File: src/sv/skf_pkg.sv
package skf_pkg;

	localparam int FRAC_BITS_DEF  = 16;
	localparam int DATA_WIDTH_DEF = 32;
	localparam int REG_IDX_W      = 3;

	// configuration register indexes
	typedef enum logic [REG_IDX_W-1:0] {
		REG_INIT_EST = 3'd0,
		REG_INIT_VAR = 3'd1,
		REG_PNOISE   = 3'd2,
		REG_MNOISE   = 3'd3,
		REG_TRANS    = 3'd4,
		REG_OBS      = 3'd5
	} reg_idx_t;

	typedef enum logic [5:0] {
		S_IDLE = 6'b000001,
		S_LOAD = 6'b000010,
		S_MUL  = 6'b000100,
		S_DIV  = 6'b001000,
		S_POST = 6'b010000,
		S_OUT  = 6'b100000
	} state_t;

	// sequencer steps, run in this order for every item
	typedef enum logic [3:0] {
		OP_XP   = 4'd0,
		OP_A2   = 4'd1,
		OP_PP   = 4'd2,
		OP_PH   = 4'd3,
		OP_DEN  = 4'd4,
		OP_DIV  = 4'd5,
		OP_HX   = 4'd6,
		OP_CORR = 4'd7,
		OP_GH   = 4'd8,
		OP_PN   = 4'd9
	} op_t;

endpackage

File: src/sv/scalar_kalman_filter_core.sv
// scalar kalman filter, one measurement in, one (estimate, variance) pair out.
// input channel s_t*: one item carries a signed fixed point measurement.
// output channel m_t*: one item carries the new estimate and the new variance,
// which also become the filter state for the next measurement.
// config port cfg_*: writes registers 0..5 (initial estimate, initial variance,
// process noise, measurement noise, transition coef, observation coef); a write
// to register 0 or 1 reloads the state from both initial registers. write only
// while no item is in flight.
// each item runs nine bit-serial shift-add multiplies and one restoring divide,
// each with a load step before it and a post step after it.
// one item is worked on at a time; s_tready is high only between items, and
// the next item may be accepted while the last result still waits in the
// output register. if the receiver stalls, the finished result of the next
// item holds until the output register frees up.
// reset (arst_n low) loads the register defaults and the initial state and
// empties the output register.
module scalar_kalman_filter_core #(
	parameter int FRAC_BITS  = skf_pkg::FRAC_BITS_DEF,
	parameter int DATA_WIDTH = skf_pkg::DATA_WIDTH_DEF
) (
	input  logic                                   clk,
	input  logic                                   arst_n,
	input  logic                                   s_tvalid,
	output logic                                   s_tready,
	input  logic [((DATA_WIDTH+7)/8)*8-1:0]        s_tdata,   // measurement
	output logic                                   m_tvalid,
	input  logic                                   m_tready,
	output logic [((2*DATA_WIDTH+7)/8)*8-1:0]      m_tdata,   // filtered_estimate, error_variance
	input  logic                                   cfg_we,
	input  logic [skf_pkg::REG_IDX_W-1:0]          cfg_idx,
	input  logic [DATA_WIDTH-1:0]                  cfg_data
);

	localparam int W     = DATA_WIDTH;
	localparam int F     = FRAC_BITS;
	localparam int OUT_W = ((2*DATA_WIDTH+7)/8)*8;
	localparam int CNT_W = $clog2(W+F+1);

	localparam logic [W-1:0] ONE_V   = {{(W-F-1){1'b0}}, 1'b1, {F{1'b0}}};
	localparam logic [W-1:0] UMAX    = {W{1'b1}};
	localparam logic [W-1:0] SMAX    = {1'b0, {(W-1){1'b1}}};
	localparam logic [W-1:0] SMINMAG = {1'b1, {(W-1){1'b0}}};
	localparam longint unsigned ONE_L = 64'd1 << F;
	localparam logic [W-1:0] Q_RST   = W'((ONE_L + 64'd5) / 64'd10);
	localparam logic [W-1:0] R_RST   = W'(64'd400 << F);

	function automatic logic [W-1:0] mag_f(input logic [W-1:0] v);
		return v[W-1] ? (~v + 1'b1) : v;
	endfunction

	function automatic logic [W-1:0] sat_f(input logic [W:0] v);
		logic [W-1:0] r;
		if (v[W] != v[W-1]) begin
			r = v[W] ? SMINMAG : SMAX;
		end else begin
			r = v[W-1:0];
		end
		return r;
	endfunction

	skf_pkg::state_t state_q;
	skf_pkg::op_t    op_q;
	logic [CNT_W-1:0] cnt_q;
	logic             m_tvalid_q;

	logic [W-1:0] init_est_q, init_var_q, pnoise_q, mnoise_q, trans_q, obs_q;
	logic [W-1:0] est_q, var_q;

	logic [W-1:0] z_q, xp_q, a2_q, pp_q, ph_q, den_q, g_q, innov_q, fac_q;
	logic [W-1:0] out_est_q, out_var_q;

	// shift-add multiplier: multiplier bits enter at the low end of prod_q
	logic [W-1:0]   mcand_q;
	logic [2*W-1:0] prod_q;
	logic           neg_q;
	logic           ucap_q;

	// restoring divider
	logic [W-1:0]   rem_q;
	logic [W+F-1:0] dvd_q;
	logic [W-1:0]   quo_q;
	logic           over_q;

	logic [W-1:0] ld_a, ld_b;
	logic         ld_neg, ld_u;

	logic [W:0]       mul_sum;
	logic [2*W-F-1:0] shr;
	logic [W-1:0]     cap, mres, sres, usat, gmag;
	logic             pover;
	logic [W:0]       usum, innov_w, est_w, fac_w;
	logic             fac_pos;
	logic [W:0]       rem_sh, rem_sub;
	logic             ge;

	always_comb begin
		unique case (op_q)
			skf_pkg::OP_XP: begin
				ld_a = mag_f(trans_q); ld_b = mag_f(est_q);
				ld_neg = trans_q[W-1] ^ est_q[W-1]; ld_u = 1'b0;
			end
			skf_pkg::OP_A2: begin
				ld_a = mag_f(trans_q); ld_b = mag_f(trans_q); ld_neg = 1'b0; ld_u = 1'b1;
			end
			skf_pkg::OP_PP: begin
				ld_a = a2_q; ld_b = var_q; ld_neg = 1'b0; ld_u = 1'b1;
			end
			skf_pkg::OP_PH: begin
				ld_a = pp_q; ld_b = mag_f(obs_q); ld_neg = 1'b0; ld_u = 1'b1;
			end
			skf_pkg::OP_DEN: begin
				ld_a = ph_q; ld_b = mag_f(obs_q); ld_neg = 1'b0; ld_u = 1'b1;
			end
			skf_pkg::OP_HX: begin
				ld_a = mag_f(obs_q); ld_b = mag_f(xp_q);
				ld_neg = obs_q[W-1] ^ xp_q[W-1]; ld_u = 1'b0;
			end
			skf_pkg::OP_CORR: begin
				ld_a = g_q; ld_b = mag_f(innov_q);
				ld_neg = obs_q[W-1] ^ innov_q[W-1]; ld_u = 1'b0;
			end
			// gain carries the sign of h, so gain*h is never negative
			skf_pkg::OP_GH: begin
				ld_a = g_q; ld_b = mag_f(obs_q); ld_neg = 1'b0; ld_u = 1'b0;
			end
			skf_pkg::OP_PN: begin
				ld_a = fac_q; ld_b = pp_q; ld_neg = 1'b0; ld_u = 1'b1;
			end
			default: begin
				ld_a = '0; ld_b = '0; ld_neg = 1'b0; ld_u = 1'b1;
			end
		endcase
	end

	assign mul_sum = {1'b0, prod_q[2*W-1:W]} + {1'b0, (prod_q[0] ? mcand_q : {W{1'b0}})};

	assign shr   = prod_q[2*W-1:F];
	assign cap   = ucap_q ? UMAX : (neg_q ? SMINMAG : SMAX);
	assign pover = shr > {{(W-F){1'b0}}, cap};
	assign mres  = pover ? cap : shr[W-1:0];
	assign sres  = neg_q ? (~mres + 1'b1) : mres;

	assign usum    = {1'b0, mres} + {1'b0, ((op_q == skf_pkg::OP_PP) ? pnoise_q : mnoise_q)};
	assign usat    = usum[W] ? UMAX : usum[W-1:0];
	assign innov_w = {z_q[W-1], z_q} - {sres[W-1], sres};
	assign est_w   = {xp_q[W-1], xp_q} + {sres[W-1], sres};
	assign fac_w   = {1'b0, ONE_V} - {sres[W-1], sres};
	assign fac_pos = !fac_w[W] && (fac_w != '0);

	assign rem_sh  = {rem_q, dvd_q[W+F-1]};
	assign ge      = rem_sh >= {1'b0, den_q};
	assign rem_sub = rem_sh - {1'b0, den_q};
	assign gmag    = (den_q == '0) ? '0 : ((over_q || quo_q[W-1]) ? SMAX : quo_q);

	always_ff @(posedge clk or negedge arst_n) begin
		if (!arst_n) begin
			state_q    <= skf_pkg::S_IDLE;
			op_q       <= skf_pkg::OP_XP;
			cnt_q      <= '0;
			m_tvalid_q <= 1'b0;
			init_est_q <= '0;
			init_var_q <= ONE_V;
			pnoise_q   <= Q_RST;
			mnoise_q   <= R_RST;
			trans_q    <= ONE_V;
			obs_q      <= ONE_V;
			est_q      <= '0;
			var_q      <= ONE_V;
		end else begin
			// a result finishing this cycle refills the output register instead
			if (m_tvalid_q && m_tready && state_q != skf_pkg::S_OUT) begin
				m_tvalid_q <= 1'b0;
			end
			if (cfg_we) begin
				unique case (skf_pkg::reg_idx_t'(cfg_idx))
					skf_pkg::REG_INIT_EST: begin
						init_est_q <= cfg_data;
						est_q      <= cfg_data;
						var_q      <= init_var_q;
					end
					skf_pkg::REG_INIT_VAR: begin
						init_var_q <= cfg_data;
						var_q      <= cfg_data;
						est_q      <= init_est_q;
					end
					skf_pkg::REG_PNOISE: pnoise_q <= cfg_data;
					skf_pkg::REG_MNOISE: mnoise_q <= cfg_data;
					skf_pkg::REG_TRANS:  trans_q  <= cfg_data;
					skf_pkg::REG_OBS:    obs_q    <= cfg_data;
					default: ;
				endcase
			end
			unique case (state_q)
				skf_pkg::S_IDLE: if (s_tvalid) begin
					state_q <= skf_pkg::S_LOAD;
					op_q    <= skf_pkg::OP_XP;
				end
				skf_pkg::S_LOAD: begin
					if (op_q == skf_pkg::OP_DIV) begin
						cnt_q   <= CNT_W'(W + F);
						state_q <= skf_pkg::S_DIV;
					end else begin
						cnt_q   <= CNT_W'(W);
						state_q <= skf_pkg::S_MUL;
					end
				end
				skf_pkg::S_MUL, skf_pkg::S_DIV: begin
					cnt_q <= cnt_q - 1'b1;
					if (cnt_q == CNT_W'(1)) begin
						state_q <= skf_pkg::S_POST;
					end
				end
				skf_pkg::S_POST: begin
					unique case (op_q)
						skf_pkg::OP_CORR: est_q <= sat_f(est_w);
						skf_pkg::OP_PN:   var_q <= mres;
						default: ;
					endcase
					if (op_q == skf_pkg::OP_PN) begin
						state_q <= skf_pkg::S_OUT;
					end else begin
						op_q    <= skf_pkg::op_t'(op_q + 1'b1);
						state_q <= skf_pkg::S_LOAD;
					end
				end
				skf_pkg::S_OUT: if (!m_tvalid_q || m_tready) begin
					m_tvalid_q <= 1'b1;
					state_q    <= skf_pkg::S_IDLE;
				end
				default: state_q <= skf_pkg::S_IDLE;
			endcase
		end
	end

	always_ff @(posedge clk) begin
		unique case (state_q)
			skf_pkg::S_IDLE: if (s_tvalid) begin
				z_q <= s_tdata[W-1:0];
			end
			skf_pkg::S_LOAD: begin
				mcand_q <= ld_a;
				prod_q  <= {{W{1'b0}}, ld_b};
				neg_q   <= ld_neg;
				ucap_q  <= ld_u;
				dvd_q   <= {ph_q, {F{1'b0}}};
				rem_q   <= '0;
				quo_q   <= '0;
				over_q  <= 1'b0;
			end
			skf_pkg::S_MUL: prod_q <= {mul_sum, prod_q[W-1:1]};
			skf_pkg::S_DIV: begin
				rem_q  <= ge ? rem_sub[W-1:0] : rem_sh[W-1:0];
				dvd_q  <= {dvd_q[W+F-2:0], 1'b0};
				quo_q  <= {quo_q[W-2:0], ge};
				// a quotient bit falling off the top is an integer part too big
				over_q <= over_q | quo_q[W-1];
			end
			skf_pkg::S_POST: begin
				unique case (op_q)
					skf_pkg::OP_XP:  xp_q    <= sres;
					skf_pkg::OP_A2:  a2_q    <= mres;
					skf_pkg::OP_PP:  pp_q    <= usat;
					skf_pkg::OP_PH:  ph_q    <= mres;
					skf_pkg::OP_DEN: den_q   <= usat;
					skf_pkg::OP_DIV: g_q     <= gmag;
					skf_pkg::OP_HX:  innov_q <= sat_f(innov_w);
					skf_pkg::OP_GH:  fac_q   <= fac_pos ? fac_w[W-1:0] : '0;
					default: ;
				endcase
			end
			skf_pkg::S_OUT: if (!m_tvalid_q || m_tready) begin
				out_est_q <= est_q;
				out_var_q <= var_q;
			end
			default: ;
		endcase
	end

	assign s_tready = (state_q == skf_pkg::S_IDLE);
	assign m_tvalid = m_tvalid_q;
	assign m_tdata  = OUT_W'({out_var_q, out_est_q});

`ifndef SYNTHESIS
	a_accept_starts: assert property (@(posedge clk) disable iff (!arst_n)
		s_tvalid && s_tready |=> state_q == skf_pkg::S_LOAD && op_q == skf_pkg::OP_XP)
		else $error("accepted item did not start the sequence");

	a_count_live: assert property (@(posedge clk) disable iff (!arst_n)
		state_q == skf_pkg::S_MUL || state_q == skf_pkg::S_DIV |-> cnt_q != '0)
		else $error("step counter ran out inside a multiply or divide");

	a_gain_capped: assert property (@(posedge clk) disable iff (!arst_n)
		state_q == skf_pkg::S_POST && op_q == skf_pkg::OP_DIV |=> !g_q[W-1])
		else $error("gain magnitude above signed max");

	a_out_from_seq: assert property (@(posedge clk) disable iff (!arst_n)
		$rose(m_tvalid) |-> $past(state_q == skf_pkg::S_OUT))
		else $error("result shown without finishing the sequence");

	a_out_matches_state: assert property (@(posedge clk) disable iff (!arst_n)
		$rose(m_tvalid) |-> m_tdata[W-1:0] == est_q)
		else $error("output estimate differs from filter state");
`endif

endmodule

File: config.mk
export PLATFORM = sky130hd
export DESIGN_NAME = scalar_kalman_filter_core
export DESIGN_NICKNAME = d
export VERILOG_FILES = /design/src/sv/skf_pkg.sv /design/src/sv/scalar_kalman_filter_core.sv
export SDC_FILE = /design/constraint.sdc
export NUM_CORES = 2
export LEC_CHECK = 0
export ABC_AREA = 0
export BUFFER_PORTS_ARGS = -buffer_cell sky130_fd_sc_hd__buf_4
export CAP_MARGIN = 5
export CELL_PAD_IN_SITES_DETAIL_PLACEMENT = 0
export CELL_PAD_IN_SITES_GLOBAL_PLACEMENT = 1
export CORE_MARGIN = 2
export CORE_UTILIZATION = 45
export DETAILED_ROUTE_END_ITERATION = 16
export GPL_TIMING_DRIVEN = 0
export MAX_ROUTING_LAYER = met4
export PLACE_DENSITY_LB_ADDON = 0.1
export SLEW_MARGIN = 25
export SYNTH_ARGS = -nofsm -noshare
export SYNTH_HDL_FRONTEND = slang
export SYNTH_SLANG_ARGS = --single-unit
File: constraint.sdc
create_clock -name clk -period 23.4 [get_ports clk]
set_input_delay 4.68 -clock clk [delete_from_list [all_inputs] [get_ports clk]]
set_output_delay 4.68 -clock clk [all_outputs]
set_load 0.01 [all_outputs]
==> flow_summary.yaml <==
run_status:
  status: "complete, no violations"
yosys:
  ys_ff_latch: 820
  synth_edf_count: 547
  yosys.area.top_type_share_pct: 35.24
  synth_xor_area_share_pct: 5.525
  synth_flop_cell: "edfxtp_1"
  synth_top_family_by_area: "compound AO/OA/AOI/OAI gates"
  synth_area_leaders: "edfxtp_1, dfrtp_1, mux2_2, ha_1, nand2_1"
  synth_top_area_cell: "edfxtp_1"
  ys_warn_count: 0
  ys_seq_area_share_pct: 49.94
  synth-adder-area-share_pct: 5.176
  syn-num-nets: 4602
  synth_compound_area_share_pct: 15.61
  synth_area_per_cell_um2: 10.74
  synth-simple-area-share_pct: 13.08
  muxShareOfSynthArea_pct: 7.619
  synthesis.area_mm2: 0.04661
  synthDistinctLibCells: 94
  synthArstFlopShare_pct: 33.29
  synthesis.instances: 4341
cts:
  htree_levels: 3
  clk_pin_slew_ps: 60
  cts_setup_buffers: 0
  cts_hold_buf: 0
  clk_latency_ps: 720
  cts_buffer_depth: 3
  cts_tree: "done"
  cts_buffers: 94
  cts_root_buf: "clkbuf_16"
  cts_resized: 0
  cts_sinks: 820
floorplanning:
  rows: 118
  die_x_um: 325.8
  die-area_mm2: 0.1062
  die_h_um: 325.8
  io-pin-count: 138
  initial_utilization_pct: 45.22
  core_area_mm2: 0.1031
timing:
  relSlewSlack_pct: 18.87
  worst_pin_slew_ps: 1217
  slew_viol_final: 0
  rsz0062_at_grt: "no"
  hold_violations: 0
  final.period_utilization_pct: 56.01
  fin_crit_ps: 13110
  clock.fmax_mhz: 76.29
  setup_viol: 0
  skew_ps: 31.22
  tns_ps: 0
placed_design:
  dp_cells: 5878
  place_congestion: 1.103
  io_buffer_count: 136
  dp_hpwl_um: 157100
cells_and_area:
  regMostFlops: "prod_q"
  final_cells: 6078
  largest_reg_flops: 64
  layout_commonest_cell: "edfxtp_1"
  num-fill-cells: 9618
  area_growth_syn_to_layout_pct: 14.06
  nets: 4856
  drive_gt1_share_pct: 13.56
  layout_common_cells: "edfxtp_1, nand2_1, nor2_1"
worst_setup_path:
  cp.required_ps: 23970
  timing.rr.start: "neg_q$_DFFE_PP_"
  worst_path_max_delay_cell: "a21oi_1"
  crit_fanout: 10
  worst-setup-path-type: "reg2reg"
  start_kind: "flop"
  arrival_ps: 13680
  ff2ff_path_depth: 42
  cp-end-kind: "flop"
  cp_common_cell: "nor2_1"
  crit_path_max_incr_delay_ps: 830
  r2r_slack_ps: 10290
  r2r-end: "est_q[14]$_DFF_PN0_"
global_routing:
  antenna_found_initial: 15
  globalRouteOverflowTotal: 0
  grt_pass1_vias: 35759
  grtUsageTotal_pct: 37.24
  grt_pass1_wl_um: 271600
  grt_start_max_net_pins: 88
routing:
  dr_total_vias: 38101
  first_pass_iters: 7
  ant_nets: 0
  post_drt_wl_per_cell_um: 32.11
  routed_via_density: 6.269
  drc_errors: 0
  wirelength_um: 195200
  drtIter0Drc: 4787
power_and_ir_drop:
  p_switching_mw: 2.352
  power_mw: 5.819
  ir_worst_vdd_mv: 0.09087
  p_leak_nw: 20.21
  internal_power_mw: 3.467
  power.share.clock_pct: 25.9
  combPwrFrac_pct: 38.4
  powerDensity_mw_per_mm2: 109.5
  sequentialPowerShare_pct: 35.7
  p_sw_share_pct: 40.42
job:
  maxCapViolations: 0
hold_path:
  hold_path_end: "cnt_q[5]$_DFFE_PN0P_"
  worstHoldPathType: "reg2reg"
  holdPathStages: 1
  min_from: "cnt_q[5]$_DFFE_PN0P_"
[worst max-delay path by stage]
stage | from | endpoint | slack (ps)
after global placement | neg_q$_DFFE_PP_ | est_q[17]$_DFF_PN0_ | 10340
after CTS | neg_q$_DFFE_PP_ | est_q[17]$_DFF_PN0_ | 10330
final | neg_q$_DFFE_PP_ | est_q[14]$_DFF_PN0_ | 10290
after floorplan | neg_q$_DFFE_PP_ | innov_q[19]$_DFFE_PP_ | 14360
after detailed placement | neg_q$_DFFE_PP_ | est_q[17]$_DFF_PN0_ | 10360
after global routing | neg_q$_DFFE_PP_ | innov_q[28]$_DFFE_PP_ | 9410
[through the flow]
| step | util, % | instance area (µm²) | hold slack (ps) | setup slack (ps) |
|---|---|---|---|---|
| after floorplan | - | 46610 | 446.1 | 14360 |
| after global placement | 47.89 | 49350 | 482.1 | 10340 |
| after detailed placement | 48.47 | 49950 | 474.4 | 10360 |
| after CTS | 51.50 | 53070 | 486.0 | 10330 |
| after global routing | 51.55 | 53120 | 500.9 | 9413 |
| final | 51.58 | 53160 | 491.1 | 10290 |
[power by group through the flow]
stage | combinational, mW | clock [mW] | sequential (mW)
after detailed placement | 2.16 | 0 | 2.10
after global placement | 2.13 | 0 | 2.11
final | 2.23 | 1.50 | 2.08
after floorplan | 1.35 | 0 | 2.02
after global routing | 2.37 | 1.57 | 2.10
after CTS | 2.17 | 1.52 | 2.07
[metal layers]
metal / GRT usage (%) / wire (µm) / vias up / part of all wire [%]
met5: - / 0 / - / 0
met4: 16.31 / 10270 / 0 / 5.3
met3: 6.808 / 16370 / 397 / 8.4
met2: 54.51 / 84940 / 1804 / 44
met1: 50.58 / 83600 / 19145 / 43
li1: - / - / 16755 / -
[cell type report]
class	count	area, µm²	share of cell area, %
antenna	22	55.05	0.1036
sequential	820	23280	43.79
tap	1380	1727	3.248
inverter	140	528.0	0.9932
clock inverter	56	553.0	1.040
multi-input combinational	3158	22070	41.53
clock buffer	121	2575	4.844
buffer	223	890.9	1.676
timing repair buffer	158	1480	2.784
[cells by family after synthesis]
| group | after synthesis |
|---|---|
| AOI/OAI and AO/OA | 1074 |
| buffers and inverters | 363 |
| DFF | 820 |
| xor gates and xnor gates | 294 |
| muxes | 326 |
| and+or+nand+nor | 1273 |
| adders and majority gates | 190 |
| other | 1 |
[Yosys cell counts, types with 33 or more instances]
cell type	number
a21o_1	48
a21oi_1	203
a22oi_1	71
and2_1	102
buf_1	36
clkbuf_1	175
dfrtp_1	258
edfxtp_1	547
ha_1	184
inv_1	139
mux2_2	226
mux2i_1	99
nand2_1	414
nand2b_1	46
nand3_1	54
nor2_1	327
nor2b_1	33
nor3_1	83
nor4_1	35
o211ai_1	75
o21a_1	57
o21ai_0	200
o221ai_1	36
o22ai_1	49
o31ai_1	82
or3_1	36
or4_1	40
xnor2_1	138
xor2_1	156
[critical path, delay by kind of cell (launching register included)]
| kind | cells | cell delay (ps) |
|---|---|---|
| adders and majority gates | 3 | 1320 |
| buffers and inverters | 9 | 3550 |
| AOI/OAI and AO/OA | 13 | 3870 |
| xor gates and xnor gates | 2 | 850 |
| and+or+nand+nor | 15 | 2990 |
| DFF | 1 | 370 |
Note: power is estimated with default switching activity, not from simulation.
